===== src/hdl/bfla_ram.sv =====
`timescale 1ns / 1ps
`default_nettype none
// ----------------------------------------------------------------------------
// Generic single-port-write RAM
// One write port and one read port, read data registered.
// ----------------------------------------------------------------------------
module bfla_ram #(
    parameter int WIDTH = 8,
    parameter int DEPTH = 16
) (
    input  wire logic                     clk,
    input  wire logic                     we,
    input  wire logic [$clog2(DEPTH)-1:0] waddr,
    input  wire logic [WIDTH-1:0]         wdata,
    input  wire logic [$clog2(DEPTH)-1:0] raddr,
    output logic      [WIDTH-1:0]         rdata
);

    logic [WIDTH-1:0] mem [DEPTH];

    always_ff @(posedge clk)
    begin
        if (we)
        begin
            mem[waddr] <= wdata;
        end
        rdata <= mem[raddr];
    end

endmodule : bfla_ram
`default_nettype wire


===== config.mk =====
export PLATFORM = sky130hd
export DESIGN_NAME = bfla_ram
export DESIGN_NICKNAME = d
export VERILOG_FILES = /design/src/hdl/bfla_ram.sv
export SDC_FILE = /design/constraint.sdc
export NUM_CORES = 1
export LEC_CHECK = 0
export BUFFER_PORTS_ARGS = -buffer_cell sky130_fd_sc_hd__buf_2
export CORE_ASPECT_RATIO = 1.5
export CORE_MARGIN = 2
export CORE_UTILIZATION = 60
export CTS_CLUSTER_SIZE = 24
export DETAILED_ROUTE_END_ITERATION = 6
export PLACE_DENSITY = 0.78
export SETUP_SLACK_MARGIN = 0.02
export SYNTH_ARGS = -nofsm -noshare
export SYNTH_HDL_FRONTEND = slang
export SYNTH_SLANG_ARGS = --single-unit

===== constraint.sdc =====
create_clock -name clk -period 5 [get_ports clk]
set_input_delay 0.5 -clock clk [delete_from_list [all_inputs] [get_ports clk]]
set_output_delay 0.5 -clock clk [all_outputs]
set_load 0.005 [all_outputs]

==> summary.txt, run 1 <==
Run status
  • Result of the run: complete, no violations

CTS
  • Max Root-Sink Buffers: 2
  • Number of buffers inserted during clock tree synthesis: 17
  • CTS-repair resized insts: 0
  • TritonCTS sink count: about 140
  • Post-CTS Hold Fix Bufs: 0
  • Setup Buffers After CTS: 0
  • H-tree depth reported by CTS: 4
  • Skew-Pair Late Insertion Delay: about 0.4 ns
  • Clock-pin transition on the worst setup and hold timing paths: approximately 0.05 ns
  • TritonCTS clock tree: built
  • Master cell of the clock root buffer: clkbuf_16

Layout
  • Area growth syn-to-layout: 14.3%
  • Multi-input logic area: 1070 um2
  • Most common cell after layout, fill and taps aside: edfxtp_1
  • Layout cells sized above 1: 0.260
  • Count of placed standard cells in the final layout, fillers left out: roughly 380
  • Most used cells in the layout excluding fill and tap cells: edfxtp_1, buf_2, mux4_2
  • Filler cells: between 400 and 500
  • Register area: about 4000 um2
  • Final Util: 0.704
  • Count of nets after finishing: about 280
  • Count of antenna diodes in the layout: 0

Worst setup path
  • Worst Path Required: between 5 and 6 ns
  • Arrival time reported for the critical path endpoint: 2.33 ns
  • Crit end category: flip-flop
  • Kind of critical path: primary input to flip-flop
  • FF-to-FF path depth: 3
  • Startpoint type of the worst setup path: primary input
  • Critical path peak fanout: 32

Die
  • Std cell rows: 41
  • Ports placed on the boundary: 26
  • Initial cell density of the core: 0.616
  • Floorplan core area: between 8000 and 9000 um2
  • Vertical die dimension: about 120 um
  • Area of the die: approximately 9400 um2
  • Width of the chip: about 80 um

Global routing
  • Wire length of the first global-routing pass: about 15000 um
  • Total Routing Usage GR: 0.231
  • Largest net degree at the start of global routing: 33
  • Antenna violations before repair: 0
  • Vias in the first global route: 2511
  • Overflow left after global routing: 0

Detailed routing
  • DRC viols: 0
  • Count of antenna-violating nets left after detailed routing: 0
  • Vias after detailed routing: approximately 2400
  • Average detailed-routed wire length per instance: between 20 and 25 um
  • Post-Route WL: 9580 um
  • DR vias/cell: ~6.3
  • Number of search-and-repair iterations in the first detailed-routing pass: 5
  • Initial detailed-routing violation count: 200

Synth
  • Synth Net Count: about 250
  • Synthesized instance count: between 200 and 250
  • Avg Inst Size Synth: roughly 22 um2
  • Area of the mapped netlist: roughly 5000 um2
  • Share of the yosys chip area belonging to registers: 0.778
  • Register bit count reported by yosys: 136
  • Total of warnings raised by yosys: 0
  • Number of unique standard cell types used by synthesis: 19

Power
  • Worst IR Drop VDD: around 0.00031 V
  • Power per cell area: 428 nW/um2
  • Share of power burned in the clock network: 0.447
  • Internal power: ~2000 uW
  • Power after layout: 2520 uW
  • Switching Power: 479 uW
  • Comb pwr share: 0.043
  • Sw Ratio: 0.190
  • Part of the power in registers: 0.509
  • Static Leakage: about 0.0020 uW

Hold path
  • Worst hold stages: 1
  • Hold Crit Class: primary input to flip-flop

Placement
  • Final RePlAce weighted congestion: roughly 0.73
  • Total of buffers placed on input and output ports: 25
  • Post-Place Cells: around 350
  • Detailed placement HPWL: 5820 um

STA
  • Total Negative Setup Slacks: 0 ns
  • Largest clock skew in the final design: slightly below 0.009 ns
  • Fmax: just under 500 MHz
  • Max-Slew Margin vs Limit: 0.276
  • Period Utilization, post-route: 0.407
  • Number of hold violations in the final report: 0
  • Time the final worst path needs with I/O delays and setup: just over 2 ns
  • Slew at the pin with the worst max-slew slack: approximately 1.1 ns
  • Setup violations, final: 0
  • Total count of max-transition violations in the final report: 0
  • Setup repair after global routing missed its margin: false

Run
  • Number of maximum-capacitance violations: 0
-- power groups by stage --
| stage | logic [uW] | registers (uW) | clock network (uW) |
|---|---|---|---|
| 4_1_cts | 110 | 1280 | 1140 |
| 2_1_floorplan | 64.7 | 1300 | 0 |
| 5_1_grt | 118 | 1290 | 1190 |
| 3_5_place_dp | 109 | 1310 | 0 |
| 3_3_place_gp | 106 | 1310 | 0 |
| 6_report | 109 | 1280 | 1130 |
-- state kept, by name (all words and copies together), names as in the netlist --
name,flops
mem,128
rdata,8
-- area by class of cell --
class                   count  area share
clock buffers              28      0.0844
clock inverters             4     0.00765
well taps                 107      0.0228
multi-input cells          83       0.182
repair buffers             26      0.0225
flip-flops and latches    136       0.680
-- synth_stat cells --
library cell / n / area [um2]
dfxtp_1: 8 / 160
edfxtp_1: 128 / 3840
nor2_1: 13 / 48.8
or3b_2: 1 / 8.76
and2_1: 1 / 6.26
buf_2: 3 / 15.0
buf_4: 1 / 7.51
clkdlybuf4s25_2: 3 / 30.0
mux4_1: 14 / 368
mux4_2: 18 / 405
a22oi_1: 16 / 120
nor2b_1: 1 / 6.26
nor3_1: 4 / 20.0
nand3b_1: 2 / 15.0
nand2b_1: 2 / 12.5
and2b_1: 1 / 7.51
nand3_1: 1 / 5.00
nand2_1: 9 / 33.8
buf_6: 3 / 33.8
-- routing by layer --
| layer | wire length (um) | track usage | up-vias |
|---|---|---|---|
| li1 | - | - | 1045 |
| met1 | 3850 | 0.300 | 1265 |
| met2 | 5040 | 0.361 | 97 |
| met3 | 570 | 0.0746 | 9 |
| met5 | 0 | 0 | - |
| met4 | 114 | 0.0948 | 0 |
-- final timing paths --
check | start | to | slack (ns)
setup reg to reg | mem[1][3] | rdata[3] | 3.65
setup / recovery | raddr[0] | rdata[3] | 2.97
hold reg to reg | mem[14][4] | rdata[4] | 0.66
hold / removal | wdata[0] | mem[15][0] | 0.47
-- metrics by stage --
stage	setup slack [ns]	hold slack (ns)	cell area (um2)
final	2.97	0.469	5880
after global routing	2.84	0.462	5880
after CTS	2.79	0.452	5880
after detailed placement	2.38	0.657	5340
after global placement	2.42	0.651	5340
after floorplan	3.01	0.599	5150
-- critical path, cell delays in order --
cell and delay, ns:
buf_2 0.78, mux4_1 0.69, a22oi_1 0.26, nand2_1 0.08
-- logic make-up (layout without fill, tap and decap cells) --
| logic type | after synthesis | after routing | share of synthesized area |
|---|---|---|---|
| AND/OR/NAND/NOR | 35 | 35 | 0.0318 |
| multiplexers | 32 | 32 | 0.150 |
| flip-flops | 136 | 136 | 0.778 |
| AO/OA/AOI/OAI | 16 | 16 | 0.0233 |
| buffers and inverters | 10 | 58 | 0.0168 |
No activity file was read; power rests on OpenSTA's default activity.
==> run 2: changes to the inputs <==
--- a/config.mk
+++ b/config.mk
@@ -8,10 +8,10 @@
 export BUFFER_PORTS_ARGS = -buffer_cell sky130_fd_sc_hd__buf_2
 export CORE_ASPECT_RATIO = 1.5
 export CORE_MARGIN = 2
-export CORE_UTILIZATION = 60
+export CORE_UTILIZATION = 54
 export CTS_CLUSTER_SIZE = 24
 export DETAILED_ROUTE_END_ITERATION = 6
-export PLACE_DENSITY = 0.78
+export PLACE_DENSITY = 0.74
 export SETUP_SLACK_MARGIN = 0.02
 export SYNTH_ARGS = -nofsm -noshare
 export SYNTH_HDL_FRONTEND = slang
==> constraint.sdc (replaced) <==
create_clock -name clk -period 1.7 [get_ports clk]
set_input_delay 0.17 -clock clk [delete_from_list [all_inputs] [get_ports clk]]
set_output_delay 0.17 -clock clk [all_outputs]
set_load 0.005 [all_outputs]
==> run 2 against run 1 <==
Net effect:
- cell count up 7.3%
- global-route usage down 3.5 points
- critical endpoint is now rdata[1]
- final area up 3.6%
- register-to-register slack worse by 3.3 ns
- critical path depth down 1
- non-clock buffer count up 24
- combinational power rose to 3.2 times the previous value
- first-iteration DRC count down 16%
- largest power group unchanged
==> summary.txt, run 2 (synthesis results as in run 1) <==
STA
  • Total count of max-transition violations in the final report: 0 (unchanged)
  • Max-Slew Margin vs Limit: 0.738 (+0.463)
  • Number of hold violations in the final report: 0 (unchanged)
  • Slack of the critical path: 0.363 ns (-2.60 ns)
  • Setup repair after global routing missed its margin: false
  • Total Negative Setup Slacks: 0 ns (unchanged)
  • Largest clock skew in the final design: 0.00734 ns (-0.00157 ns)
  • Slew at the pin with the worst max-slew slack: 0.392 ns (-0.690 ns)
  • Period Utilization, post-route: 0.786
  • Fmax: roughly 750 MHz
  • Setup violations, final: 0 (unchanged)
  • Time the final worst path needs with I/O delays and setup: 1.34 ns

Layout
  • Register with the highest flop count: mem
  • Regs by FF count: mem x128, rdata x8
  • Layout cells sized above 1: 0.317 (+0.0567)
  • Number of flip-flops in the largest register: 128 (unchanged)
  • Most used cells in the layout excluding fill and tap cells: edfxtp_1, buf_2, buf_4
  • Most common cell after layout, fill and taps aside: edfxtp_1
  • Area growth syn-to-layout: 18.4%
  • Count of nets after finishing: 306 (+8.5%)
  • Post-route cell area: 6100 um2 (+3.6%)
  • Count of antenna diodes in the layout: 0 (unchanged)

Global routing
  • Wire length of the first global-routing pass: 14100 um (-3.7%)
  • Largest net degree at the start of global routing: 33 (unchanged)
  • Total Routing Usage GR: 0.196 (-0.0351)
  • Antenna violations before repair: 0 (unchanged)
  • Overflow left after global routing: 0 (unchanged)
  • Vias in the first global route: 2507 (-0.16%)

Placement
  • Detailed placement HPWL: 5950 um (+2.2%)
  • Total of buffers placed on input and output ports: 25 (unchanged)
  • Worst Setup Slack post-DPL: 0.166 ns (-2.22 ns)
  • Cell area after placement: 5550 um2 (+4.0%)
  • Final RePlAce weighted congestion: 0.774 (+6.4%)

Worst setup path
  • FF-to-FF path depth: 3 (unchanged)
  • Arrival time reported for the critical path endpoint: 1.63 ns (-0.70 ns)
  • Origin of the critical flop-to-flop path: mem[0][1]
  • Startpoint type of the worst setup path: flip-flop
  • Kind of critical path: flip-flop to flip-flop
  • Crit end category: flip-flop
  • Flop-to-flop setup slack: 0.36 ns (-3.29 ns)
  • Endpoint of the most critical register-to-register path: rdata[1]
  • Critical path peak fanout: 1 (-97%)
  • Worst Path Required: 1.99 ns (-3.31 ns)

Detailed routing
  • Met1 layer wirelength in the final routing: 3560 um (-7.7%)
  • Average detailed-routed wire length per instance: 22.4 um (-10%)
  • DRC viols: 0 (unchanged)
  • Vias after detailed routing: 2418 (+0.083%)
  • Post-Route WL: 9240 um (-3.6%)
  • Top sig layer: met4
  • Number of search-and-repair iterations in the first detailed-routing pass: 4 (-1)
  • Metal2 WL: 5180 um (+2.7%)
  • Count of antenna-violating nets left after detailed routing: 0 (unchanged)
  • DR vias/cell: 5.87 (-6.7%)
  • Initial detailed-routing violation count: 168 (-16%)
  • Detailed route wirelength on metal3: 447 um (-22%)

Die
  • Width of the chip: 83.7 um (+5.1%)
  • Area of the die: 10300 um2 (+11%)
  • Std cell rows: 43 (+4.9%)
  • Vertical die dimension: 124 um (+5.2%)
  • Initial cell density of the core: 0.556 (-0.0593)
  • Ports placed on the boundary: 26 (unchanged)
  • Floorplan core area: 9250 um2 (+11%)

Hold path
  • Startpoint of the worst hold path: wdata[1]
  • Hold Crit Class: primary input to flip-flop
  • Worst hold stages: 1 (unchanged)
  • Worst Hold Path EP: mem[0][1]

CTS
  • Master cell of the clock root buffer: clkbuf_16
  • Setup Buffers After CTS: 0 (unchanged)
  • Post-CTS Hold Fix Bufs: 0 (unchanged)
  • Clock-pin transition on the worst setup and hold timing paths: 0.05 ns (about the same)
  • Max Root-Sink Buffers: 2 (unchanged)
  • Number of buffers inserted during clock tree synthesis: 17 (unchanged)
  • Skew-Pair Late Insertion Delay: 0.41 ns (about the same)
  • CTS-repair resized insts: 0 (unchanged)
  • TritonCTS sink count: 136 (unchanged)
  • H-tree depth reported by CTS: 4 (unchanged)
  • TritonCTS clock tree: built

Power
  • Power per cell area: 1230 nW/um2 (+190%)
  • Static Leakage: 0.00211 uW (+7.1%)
  • Worst IR Drop VDD: 0.000811 V (+160%)

Run status
  • Result of the run: complete, no violations

Run
  • Number of maximum-capacitance violations: 0 (unchanged)
## run 2: cell count changes in the layout (fill, tap and decap cells not counted), moves of 2 or more
cell      previous run  this run
clkbuf_1             8         4
clkbuf_8             3         0
clkinv_2             3         5
nor3_1               1         4
nor3_2               3         0
buf_4                1        22
buf_12               0         3
## run 2: layout make-up
| class | instances | area [um2] |
|---|---|---|
| sequential | 136 | 4000 |
| timing repair buffer | 50 | 350 |
| tap | 112 | 140 |
| multi-input combinational | 83 | 1060 |
| fill | 612 | 3160 |
| clock buffer | 21 | 440 |
| clock inverter | 10 | 105 |
## run 2: per-stage QoR
stage	hold WS [ns]	util	instances	total power, uW
after global placement	0.541	0.600	381	4180
final	0.139	0.659	412	7490
after detailed placement	0.549	0.600	381	4190
after global routing	0.138	0.659	412	7730
after floorplan	0.269	-	229	4030
after CTS	0.127	0.659	412	7540
## run 2: how the worst max path moves through the flow
| stage | startpoint | depth (start not counted) | endpoint | slack [ns] |
|---|---|---|---|---|
| after global placement | raddr[0] | 5 | rdata[1] | 0.15 |
| after detailed placement | raddr[0] | 5 | rdata[1] | 0.17 |
| after floorplan | waddr[2] | 2 | mem[0][0] | 0.04 |
| after CTS | mem[2][1] | 3 | rdata[1] | 0.37 |
| final | mem[0][1] | 3 | rdata[1] | 0.36 |
| after global routing | mem[6][1] | 3 | rdata[1] | 0.28 |
## run 2: critical path, stage by stage (launching register included)
cell,delay [ns]
edfxtp_1,0.36
mux4_1,0.49
a22oi_1,0.26
nand2_1,0.10
## run 2: per-layer routing
layer  global-route usage  up-vias
li1                     -     1090
met1                0.229     1252
met2                0.337       74
met3               0.0683        2
met4               0.0736        0
met5                    0        -
## run 2: power by group
| group | internal (uW) | switching, uW |
|---|---|---|
| Clock | 2130 | 1240 |
| Sequential | 3750 | 22.0 |
| Combinational | 159 | 186 |
| Total | 6040 | 1450 |
