**src/hdl/bfla_pkg.sv**
```systemverilog
`timescale 1ns / 1ps
`default_nettype none
// ----------------------------------------------------------------------------
// Block free-list allocator package
// Field widths, command and status codes, and controller types shared by the
// allocator modules.
// ----------------------------------------------------------------------------
package bfla_pkg;

    localparam int ACTION_W       = 2;
    localparam int COUNT_W        = 7;
    localparam int ID_W           = 10;
    localparam int STATUS_W       = 2;
    localparam int CFG_W          = 11;
    localparam int CFG_RESET      = 1024;
    localparam int MAX_BATCH      = 64;
    localparam int DEF_MAX_BLOCKS = 1024;

    localparam logic [ACTION_W-1:0] ACT_ALLOC = 2'd0;
    localparam logic [ACTION_W-1:0] ACT_FREE  = 2'd1;
    localparam logic [ACTION_W-1:0] ACT_RESET = 2'd2;

    localparam logic [STATUS_W-1:0] STATUS_OK      = 2'd0;
    localparam logic [STATUS_W-1:0] STATUS_OOM     = 2'd1;
    localparam logic [STATUS_W-1:0] STATUS_INVALID = 2'd2;
    localparam logic [STATUS_W-1:0] STATUS_DOUBLE  = 2'd3;

    typedef enum logic [1:0] {
        FSM_INIT,
        FSM_IDLE,
        FSM_FREE,
        FSM_ALLOC
    } state_t;

    typedef struct packed {
        logic stack_we;
        logic bits_we;
    } mem_wen_t;

endpackage : bfla_pkg
`default_nettype wire

```
**src/hdl/bfla_ctrl.sv**
```systemverilog
`timescale 1ns / 1ps
`default_nettype none
// ----------------------------------------------------------------------------
// Block free-list allocator controller
// Sequencer that checks commands, walks the free stack and the allocated-bit
// memory, runs the refill pass and registers the results.
// ----------------------------------------------------------------------------
module bfla_ctrl
    import bfla_pkg::*;
#(
    parameter int MAX_BLOCKS = DEF_MAX_BLOCKS
) (
    input  wire logic                          clk,
    input  wire logic                          rst_n,
    input  wire logic                          start,
    input  wire logic [ACTION_W-1:0]           action,
    input  wire logic [COUNT_W-1:0]            count,
    input  wire logic [ID_W-1:0]               free_id,
    input  wire logic                          cfg_we,
    input  wire logic [CFG_W-1:0]              cfg_wdata,
    output logic                               busy,
    output logic                               result_valid,
    output logic [STATUS_W-1:0]                status,
    output logic [ID_W-1:0]                    granted_block,
    output logic                               last,
    output mem_wen_t                           wen,
    output logic [$clog2(MAX_BLOCKS)-1:0]      stack_waddr,
    output logic [ID_W-1:0]                    stack_wdata,
    output logic [$clog2(MAX_BLOCKS)-1:0]      stack_raddr,
    input  wire logic [ID_W-1:0]               stack_rdata,
    output logic [$clog2(MAX_BLOCKS)-1:0]      bits_waddr,
    output logic                               bits_wdata,
    output logic [$clog2(MAX_BLOCKS)-1:0]      bits_raddr,
    input  wire logic                          bits_rdata
);

    localparam int AW      = $clog2(MAX_BLOCKS);
    localparam int CNT_W   = $clog2(MAX_BLOCKS + 1);
    localparam int CMP_W   = (CNT_W > CFG_W) ? CNT_W : CFG_W;
    localparam int RESET_N = (CFG_RESET > MAX_BLOCKS) ? MAX_BLOCKS : CFG_RESET;

    state_t             state_reg, state_next;
    logic [CFG_W-1:0]   active_reg;
    logic [CNT_W-1:0]   fc_reg, fc_next;
    logic [CNT_W-1:0]   managed_reg, managed_next;
    logic [COUNT_W-1:0] left_reg, left_next;
    logic [ID_W-1:0]    id_reg, id_next;
    logic [AW-1:0]      ptr_reg, ptr_next;

    logic                rv_reg, rv_next;
    logic [STATUS_W-1:0] status_reg, status_next;
    logic [ID_W-1:0]     gb_reg, gb_next;
    logic                last_reg, last_next;

    logic [CMP_W-1:0] cfg_ext;
    logic [CNT_W-1:0] clamped_n;

    // An out-of-range block count is pulled into 1..MAX_BLOCKS.
    always_comb
    begin
        cfg_ext = CMP_W'(active_reg);
        if (cfg_ext == '0)
        begin
            clamped_n = CNT_W'(1);
        end
        else if (cfg_ext > CMP_W'(MAX_BLOCKS))
        begin
            clamped_n = CNT_W'(MAX_BLOCKS);
        end
        else
        begin
            clamped_n = CNT_W'(active_reg);
        end
    end

    assign stack_raddr = AW'(fc_reg - CNT_W'(1));
    assign bits_raddr  = AW'(free_id);

    always_comb
    begin
        state_next   = state_reg;
        fc_next      = fc_reg;
        managed_next = managed_reg;
        left_next    = left_reg;
        id_next      = id_reg;
        ptr_next     = ptr_reg;
        rv_next      = 1'b0;
        status_next  = STATUS_OK;
        gb_next      = '0;
        last_next    = 1'b1;
        wen          = '0;
        stack_waddr  = AW'(fc_reg);
        stack_wdata  = id_reg;
        bits_waddr   = AW'(id_reg);
        bits_wdata   = 1'b0;

        case (state_reg)
            FSM_INIT:
            begin
                wen.stack_we = 1'b1;
                wen.bits_we  = 1'b1;
                stack_waddr  = ptr_reg;
                stack_wdata  = ID_W'(ptr_reg);
                bits_waddr   = ptr_reg;
                if (ptr_reg == AW'(MAX_BLOCKS - 1))
                begin
                    ptr_next   = '0;
                    state_next = FSM_IDLE;
                end
                else
                begin
                    ptr_next = ptr_reg + AW'(1);
                end
            end
            FSM_IDLE:
            begin
                if (start)
                begin
                    case (action)
                        ACT_ALLOC:
                        begin
                            if (count == '0 || count > COUNT_W'(MAX_BATCH))
                            begin
                                rv_next     = 1'b1;
                                status_next = STATUS_INVALID;
                            end
                            else if (CMP_W'(fc_reg) < CMP_W'(count))
                            begin
                                rv_next     = 1'b1;
                                status_next = STATUS_OOM;
                            end
                            else
                            begin
                                // The first stack read goes out with the accept.
                                fc_next    = fc_reg - CNT_W'(1);
                                left_next  = count - COUNT_W'(1);
                                state_next = FSM_ALLOC;
                            end
                        end
                        ACT_FREE:
                        begin
                            if (CMP_W'(free_id) >= CMP_W'(managed_reg))
                            begin
                                rv_next     = 1'b1;
                                status_next = STATUS_INVALID;
                            end
                            else
                            begin
                                id_next    = free_id;
                                state_next = FSM_FREE;
                            end
                        end
                        ACT_RESET:
                        begin
                            managed_next = clamped_n;
                            fc_next      = clamped_n;
                            ptr_next     = '0;
                            rv_next      = 1'b1;
                            state_next   = FSM_INIT;
                        end
                        default:
                        begin
                            rv_next     = 1'b1;
                            status_next = STATUS_INVALID;
                        end
                    endcase
                end
            end
            FSM_FREE:
            begin
                rv_next    = 1'b1;
                state_next = FSM_IDLE;
                if (!bits_rdata)
                begin
                    status_next = STATUS_DOUBLE;
                end
                else
                begin
                    wen.bits_we = 1'b1;
                    if (fc_reg < CNT_W'(MAX_BLOCKS))
                    begin
                        wen.stack_we = 1'b1;
                        fc_next      = fc_reg + CNT_W'(1);
                    end
                end
            end
            FSM_ALLOC:
            begin
                // The block read in the previous cycle is granted now.
                wen.bits_we = 1'b1;
                bits_waddr  = AW'(stack_rdata);
                bits_wdata  = 1'b1;
                rv_next     = 1'b1;
                gb_next     = stack_rdata;
                last_next   = (left_reg == '0);
                if (left_reg != '0)
                begin
                    fc_next   = fc_reg - CNT_W'(1);
                    left_next = left_reg - COUNT_W'(1);
                end
                else
                begin
                    state_next = FSM_IDLE;
                end
            end
            default:
            begin
                state_next = FSM_IDLE;
            end
        endcase
    end

    always_ff @(posedge clk or negedge rst_n)
    begin
        if (!rst_n)
        begin
            state_reg   <= FSM_INIT;
            active_reg  <= CFG_W'(CFG_RESET);
            fc_reg      <= CNT_W'(RESET_N);
            managed_reg <= CNT_W'(RESET_N);
            left_reg    <= '0;
            ptr_reg     <= '0;
            rv_reg      <= 1'b0;
        end
        else
        begin
            state_reg   <= state_next;
            fc_reg      <= fc_next;
            managed_reg <= managed_next;
            left_reg    <= left_next;
            ptr_reg     <= ptr_next;
            rv_reg      <= rv_next;
            if (cfg_we)
            begin
                active_reg <= cfg_wdata;
            end
        end
    end

    always_ff @(posedge clk)
    begin
        id_reg     <= id_next;
        status_reg <= status_next;
        gb_reg     <= gb_next;
        last_reg   <= last_next;
    end

    assign busy          = (state_reg != FSM_IDLE);
    assign result_valid  = rv_reg;
    assign status        = status_reg;
    assign granted_block = gb_reg;
    assign last          = last_reg;

`ifndef SYNTH
    a_fc_bounded: assert property (@(posedge clk) disable iff (!rst_n)
        fc_reg <= managed_reg)
        else $error("free count exceeds managed block count");

    a_alloc_marks: assert property (@(posedge clk) disable iff (!rst_n)
        (state_reg == FSM_ALLOC) |-> (wen.bits_we && bits_wdata && rv_next))
        else $error("granted block not marked allocated");

    a_error_is_last: assert property (@(posedge clk) disable iff (!rst_n)
        (rv_reg && status_reg != STATUS_OK) |-> (last_reg && gb_reg == '0))
        else $error("error result is not a single final item");

    a_free_pushes: assert property (@(posedge clk) disable iff (!rst_n)
        (state_reg == FSM_FREE && wen.stack_we) |=> (fc_reg == $past(fc_reg) + CNT_W'(1)))
        else $error("free push did not advance free count");
`endif

endmodule : bfla_ctrl
`default_nettype wire

```
**config.mk**
```make
export PLATFORM = sky130hd
export DESIGN_NAME = bfla_ctrl
export DESIGN_NICKNAME = d
export VERILOG_FILES = /design/src/hdl/bfla_pkg.sv /design/src/hdl/bfla_ctrl.sv
export SDC_FILE = /design/constraint.sdc
export NUM_CORES = 1
export LEC_CHECK = 0
export BUFFER_PORTS_ARGS = -buffer_cell sky130_fd_sc_hd__buf_2
export CORE_ASPECT_RATIO = 0.8
export CORE_UTILIZATION = 47
export CTS_BUF_LIST = sky130_fd_sc_hd__clkbuf_4
export CTS_CLUSTER_SIZE = 14
export DETAILED_ROUTE_END_ITERATION = 6
export MAX_ROUTING_LAYER = met4
export PLACE_DENSITY = 0.71
export SLEW_MARGIN = 10
export SYNTH_ARGS = -nofsm -noshare
export SYNTH_HDL_FRONTEND = slang
export SYNTH_SLANG_ARGS = --single-unit
```
**constraint.sdc**
```tcl
create_clock -name clk -period 7.1 [get_ports clk]
set_clock_uncertainty 0.1 [all_clocks]
set_input_delay 0.355 -clock clk [delete_from_list [all_inputs] [get_ports clk]]
set_output_delay 0.355 -clock clk [all_outputs]
set_load 0.1 [all_outputs]
```
==> results_dict.tcl, run 1 <==
set metrics [dict create \
    status "complete, but fails checks" \
    violations "DRC" \
    drc 5 \
    crit_path_end_kind "primary output" \
    grt_pass1_wl_mm 22.1 \
    clockBufferDepth 2 \
    via_per_inst 5.80 \
    routed.top_layer "met4" \
    reg2reg_depth 7 \
    overflow 0 \
    layout.cells.non_filler 813 \
    finalCriticalPeriod_ns 3.54 \
    yosys.area.top_type_share_pct 25.2 \
    r2r_end "left_reg[4]$_DFFE_PN0P_" \
    setup_viol 0 \
    wl_met1_mm 6.72 \
    seq_area_frac_synth_pct 38.1 \
    drt_first_iter_violations 467 \
    drive_gt1_share_pct 23.7 \
    ys_top_cells_by_area "dfrtp_1, ha_1, edfxtp_1, dfxtp_1, o21ai_0" \
    finalCritPeriodShare_pct 49.9 \
    post_cts_buffers 0 \
    synth.cell_area_um2 4970 \
    required_ns 6.64 \
    die_w_um 117 \
    portBuffers 112 \
    grt_pass1_vias 4212 \
    clock_sinks 76 \
    placementRows 33 \
    syn_to_final_growth_pct 18.1 \
    antenna_found_initial 1 \
    track_usage_pct 27.8 \
    dieArea_um2 11000 \
    clock-root-buffer "clkbuf_4" \
    drtAntennaViolNets 0 \
    finalHoldViolCount 0 \
    dr_wl_met2_mm 6.19 \
    dieHeight_um 93.9 \
    dr_wl_met3_mm 1.17 \
    start_util_pct 48.3 \
    dp_hpwl_mm 10.9 \
    wirelength_mm 14.3 \
    synth-main-ff-cell "dfrtp_1" \
    crit_type "flop to primary output" \
    relSlewSlack_pct 20.7 \
    syn_nets 637 \
    layout.nets 740 \
    ys_ff_latch 76 \
    syn_inst 564 \
    rrSetupSlack_ns 4.10 \
    post_drt_wl_per_cell_um 17.6 \
    grt_max_degree 54 \
    core_um2 10300 \
    cpPeakStageDelay_ns 0.97 \
    syn_avg_cell_area_um2 8.80 \
    yosysWarningCount 0 \
    max_freq_mhz 282 \
    synth_common_cells "dfrtp_1, o21ai_0, nand2_1" \
    cp-start-kind "flop" \
    numCtsBuffers 9 \
    ios 113 \
    hp-class "input port to flop" \
    cpMaxStageDelayCell "ha_1" \
    cts_tree "yes" \
    ys_async_sr_fraction_pct 69.7 \
    cp_max_fo 42 \
    yosys.area.top_type "dfrtp_1" \
    route.vias.total 4715 \
    h-tree-depth 3 \
    worst_pin_slew_ns 1.19 \
    worstPathCellList "inv_1, ha_1, nand2_1, nor3b_1, a21oi_1, buf_2" \
    cp-endpoint "bits_waddr[9]" \
    clk_latency_ns 0.45 \
    maxCapViolCount 0 \
    routabilityCongestion 0.910 \
    clk_pin_slew_ns 0.14 \
    synth_edf_count 10 \
    rsz0062_at_grt "false" \
    drv_slew 0 \
    r2r-start "state_reg[0]$_DFFE_PN0P_" \
    setup_tns_ns 0 \
    cp-startpoint "state_reg[0]$_DFFE_PN0P_" \
    firstDrtPassIters 7 \
    yosys.cell_types.count 71 \
    critPathArrivalTime_ns 3.09 \
    placedCellCount 777 \
]
logic make-up (layout without fill, tap and decap cells):
logic type | count (synthesis) | after routing | synth area share (%)
compound gates | 148 | 148 | 18.7
other cells | 0 | 1 | 0
flops | 76 | 76 | 38.1
mux | 16 | 16 | 3.58
simple gates | 187 | 187 | 20.4
xor+xnor | 22 | 22 | 4.03
fa+ha+maj | 28 | 28 | 7.05
buf+inv | 87 | 195 | 8.14
metrics by stage:
stage               hold slack (ns)  worst slack, ns  cell area [um^2]  util, %
finish                       0.0207             3.56              5870     57.1
global route               0.000157             3.34              5870     57.1
CTS                        0.000449             3.59              5730     55.8
detailed placement            0.375             4.10              5480     53.3
global placement              0.371             4.14              5480     53.3
floorplan                   -0.0406             2.82              4970        -
routing by layer:
layer  GRT usage [%]  up-vias
met4            7.59        0
met5               -        -
met2            40.6      243
met1            38.2     2242
li1                -     2211
met3            7.10       19
worst min-delay path by stage:
stage | depth (start not counted) | slack, ns | to | startpoint
after floorplan | 0 | -0.04 | active_reg[0]$_DFFE_PN0P_ | rst_n
after global routing | 2 | 0.0002 | active_reg[1]$_DFFE_PN0P_ | cfg_wdata[1]
final | 3 | 0.02 | active_reg[0]$_DFFE_PN0P_ | cfg_wdata[0]
after global placement | 2 | 0.37 | managed_reg[6]$_DFFE_PN0P_ | managed_reg[6]$_DFFE_PN0P_
after detailed placement | 2 | 0.37 | managed_reg[3]$_DFFE_PN0P_ | managed_reg[3]$_DFFE_PN0P_
after CTS | 1 | 0.0004 | id_reg[2]$_DFFE_PP_ | free_id[2]
cells in the final DEF, fill, tap and decap left out, types with 3 or more instances in the layout:
cell type,Yosys,final
nand2b_1,11,11
nand2_1,48,48
bufinv_16,0,3
dfxtp_1,13,13
and3_1,5,5
dfstp_2,3,3
ha_1,28,28
nor2_1,29,29
xnor2_1,12,12
buf_2,5,112
dlygate4sd3_1,0,19
o21ai_0,50,50
a221oi_1,5,5
mux2_2,14,14
a22o_1,3,3
and2_1,11,11
nor4_1,6,6
o22ai_1,6,6
o21a_1,3,3
o31ai_1,7,7
a211o_1,3,3
edfxtp_1,10,10
xor2_1,9,9
nor2b_1,6,6
nor3b_1,9,9
nand3_1,18,18
a21boi_0,3,3
a211oi_1,14,14
dfrtp_1,50,50
inv_1,47,47
a21oi_1,34,34
nand4_1,11,11
nor3_1,16,16
clkbuf_4,1,9
timing repair:
item                                   CTS  global route
setup endpoints to repair                0             0
endpoints found under the hold margin   55            13
gates resized for setup                  0             0
hold buffers                             6            13
critical path, delay by kind of cell (launching register included):
kind,cells,cell delay (ns)
adder cells (fa/ha/maj),1,0.97
AO/OA/AOI/OAI,1,0.17
AND/OR/NAND/NOR,2,0.46
flip-flops,1,0.44
buffers and inverters,2,0.58
final cells by class:
cell class,instances,area [um^2]
Antenna cell,1,2.50
Clock buffer,9,67.6
Clock inverter,7,124
Fill cell,942,4420
Inverter,47,176
Multi-Input combinational cell,401,2670
Sequential cell,76,1890
Tap cell,140,175
Timing Repair Buffer,132,758
Power of run 1 is not shown: default switching activity piles up to over one toggle a cycle in this logic, so the estimate is an artifact.
==> run 2: changes to the inputs <==
--- a/config.mk
+++ b/config.mk
@@ -12,7 +12,7 @@
 export CTS_CLUSTER_SIZE = 14
 export DETAILED_ROUTE_END_ITERATION = 6
 export MAX_ROUTING_LAYER = met4
-export PLACE_DENSITY = 0.71
+export PLACE_DENSITY = 0.74
 export SLEW_MARGIN = 10
 export SYNTH_ARGS = -nofsm -noshare
 export SYNTH_HDL_FRONTEND = slang
==> constraint.sdc (replaced) <==
create_clock -name clk -period 3 [get_ports clk]
set_clock_uncertainty 0.1 [all_clocks]
set_input_delay 0.15 -clock clk [delete_from_list [all_inputs] [get_ports clk]]
set_output_delay 0.15 -clock clk [all_outputs]
set_load 0.1 [all_outputs]
==> run 2 against run 1 <==
  * The flow now finishes without violations
  * Sequential cell count is the same
  * Worst hold slack improved by 0.029 ns
  * Highest routed layer unchanged
  * Register-to-register slack worse by 3.7 ns
  * Die area unchanged
==> results_dict.tcl, run 2 (synthesis results as in run 1) <==
set metrics [dict create \
    antenna_found_initial 0 \
    ios 113 \
    crit_buf_inv 3 \
    max_freq_mhz 359 \
    cts_tree "yes" \
    die_w_um 117 \
    holdPathStages 4 \
    syn_to_final_growth_pct 26.9 \
    cpPeakStageDelay_ns 0.57 \
    drtAntennaViolNets 0 \
    drive_gt1_share_pct 27.0 \
    nFillCells 910 \
    rrSetupSlack_ns 0.42 \
    n_antenna_cell 0 \
    finalCriticalPeriod_ns 2.79 \
    status "complete, no violations" \
    grt_pass1_wl_mm 23.6 \
    dieHeight_um 93.9 \
    clock-root-buffer "clkbuf_4" \
    track_usage_pct 29.6 \
    final_cell_mix "buf_2, dfrtp_1, nand2_1" \
    placementRows 33 \
    grt_max_degree 42 \
    via_per_inst 5.69 \
    crit_type "flop to primary output" \
    portBuffers 112 \
    cp_top_family "buffers and inverters" \
    drv_slew 0 \
    holdPathEnd "left_reg[6]$_DFFE_PN0P_" \
    dieArea_um2 11000 \
    cp-startpoint "fc_reg[0]$_DFFE_PN0P_" \
    final_common_cell "buf_2" \
    rsz0062_at_grt "false" \
    h-tree-depth 3 \
    drc 0 \
    worst_pin_slew_ns 0.999 \
    setup_viol 0 \
    post_drt_wl_per_cell_um 17.6 \
    grt_pass1_vias 4665 \
    crit_path_end_kind "primary output" \
    start_util_pct 48.3 \
    layout.nets 773 \
    hold_start "count[6]" \
    critPathArrivalTime_ns 2.54 \
    cp-start-kind "flop" \
    firstDrtPassIters 5 \
    clockBufferDepth 2 \
    numCtsBuffers 9 \
    finalInstanceArea_um2 6300 \
    reg2reg_depth 8 \
    overflow 0 \
    finalHoldViolCount 0 \
    dp_hpwl_mm 11.1 \
    cpMaxStageDelayCell "dfrtp_1" \
    finalCritPeriodShare_pct 92.9 \
    wirelength_mm 14.9 \
    route.vias.total 4804 \
    r2r_end "fc_reg[4]$_DFFE_PN0P_" \
    clock_sinks 76 \
    clk_latency_ns 0.45 \
    clk_pin_slew_ns 0.14 \
    routabilityCongestion 0.899 \
    hp-class "input port to flop" \
    placed_cell_area_um2 5810 \
    required_ns 2.75 \
    maxCapViolCount 0 \
    path_depth 7 \
    cp_max_fo 12 \
    worstPathCellList "inv_1, ha_1, nor3b_1, buf_4, nand3_1, xnor2_4, buf_12" \
    drt_first_iter_violations 475 \
    r2r-start "fc_reg[4]$_DFFE_PN0P_" \
    relSlewSlack_pct 33.3 \
    core_um2 10300 \
]
run 2: changes by cell type in the layout (fill, tap and decap cells not counted), sizes merged:
cell | previous run | this run
bufinv | 3 | 0
clkinvlp | 1 | 2
clkbuf | 9 | 11
dlygate4sd3 | 19 | 37
diode | 1 | 0
buf | 113 | 128
run 2: how the worst max path moves through the flow:
stage / to / slack (ns)
finish: stack_raddr[8] / 0.21
global route: stack_raddr[8] / 0.08
CTS: stack_raddr[8] / 0.20
detailed placement: fc_reg[4]$_DFFE_PN0P_ / 0.51
global placement: fc_reg[6]$_DFFE_PN0P_ / 0.54
floorplan: fc_reg[8]$_DFFE_PN0P_ / -0.57
run 2: what timing repair did:
item / 4_1_cts / 5_1_grt
setup buffers: 0 / 0
hold buffers: 37 / 0
endpoints found under the hold margin: 60 / 0
setup endpoints to repair: 0 / 0
gates resized for setup: 0 / 0
run 2: routing by layer:
| layer | wire, um | up-vias | track usage [%] |
|---|---|---|---|
| li1 | - | 2266 | - |
| met2 | 6650 | 219 | 44.1 |
| met1 | 6610 | 2280 | 38.1 |
| met3 | 1330 | 39 | 9.16 |
| met5 | 0 | - | - |
| met4 | 320 | 0 | 10.4 |
run 2: cell type report:
cell class / instances / area [um^2] / area share (%)
multi-input cells: 401 / 2790 / 44.2
flip-flops and latches: 76 / 1890 / 30.0
clock inverters: 5 / 36.3 / 0.576
inverters: 47 / 176 / 2.80
well taps: 140 / 175 / 2.78
clock buffers: 11 / 82.6 / 1.31
repair buffers: 165 / 1160 / 18.3
run 2: worst register-to-register path, cell delays in order, from the launching register on:
cell and delay [ns]:
dfrtp_1 0.50, ha_1 0.33, a211oi_1 0.24, o211a_1 0.19, o31ai_1 0.06, buf_4 0.15
a21oi_2 0.38, or2_1 0.36, o21ai_0 0.15
run 2: per-stage QoR:
stage | hold slack (ns) | setup TNS (ns) | worst slack [ns] | cells | util (%)
after detailed placement | 0.144 | 0 | 0.507 | 792 | 56.6
after global routing | 0.0284 | 0 | 0.0810 | 845 | 61.3
after global placement | 0.138 | 0 | 0.543 | 792 | 56.6
after CTS | 0.0118 | 0 | 0.200 | 845 | 61.3
final | 0.0500 | 0 | 0.213 | 845 | 61.3
after floorplan | -0.246 | -2.12 | -0.565 | 564 | -
Power of run 2 is left out for the same reason.
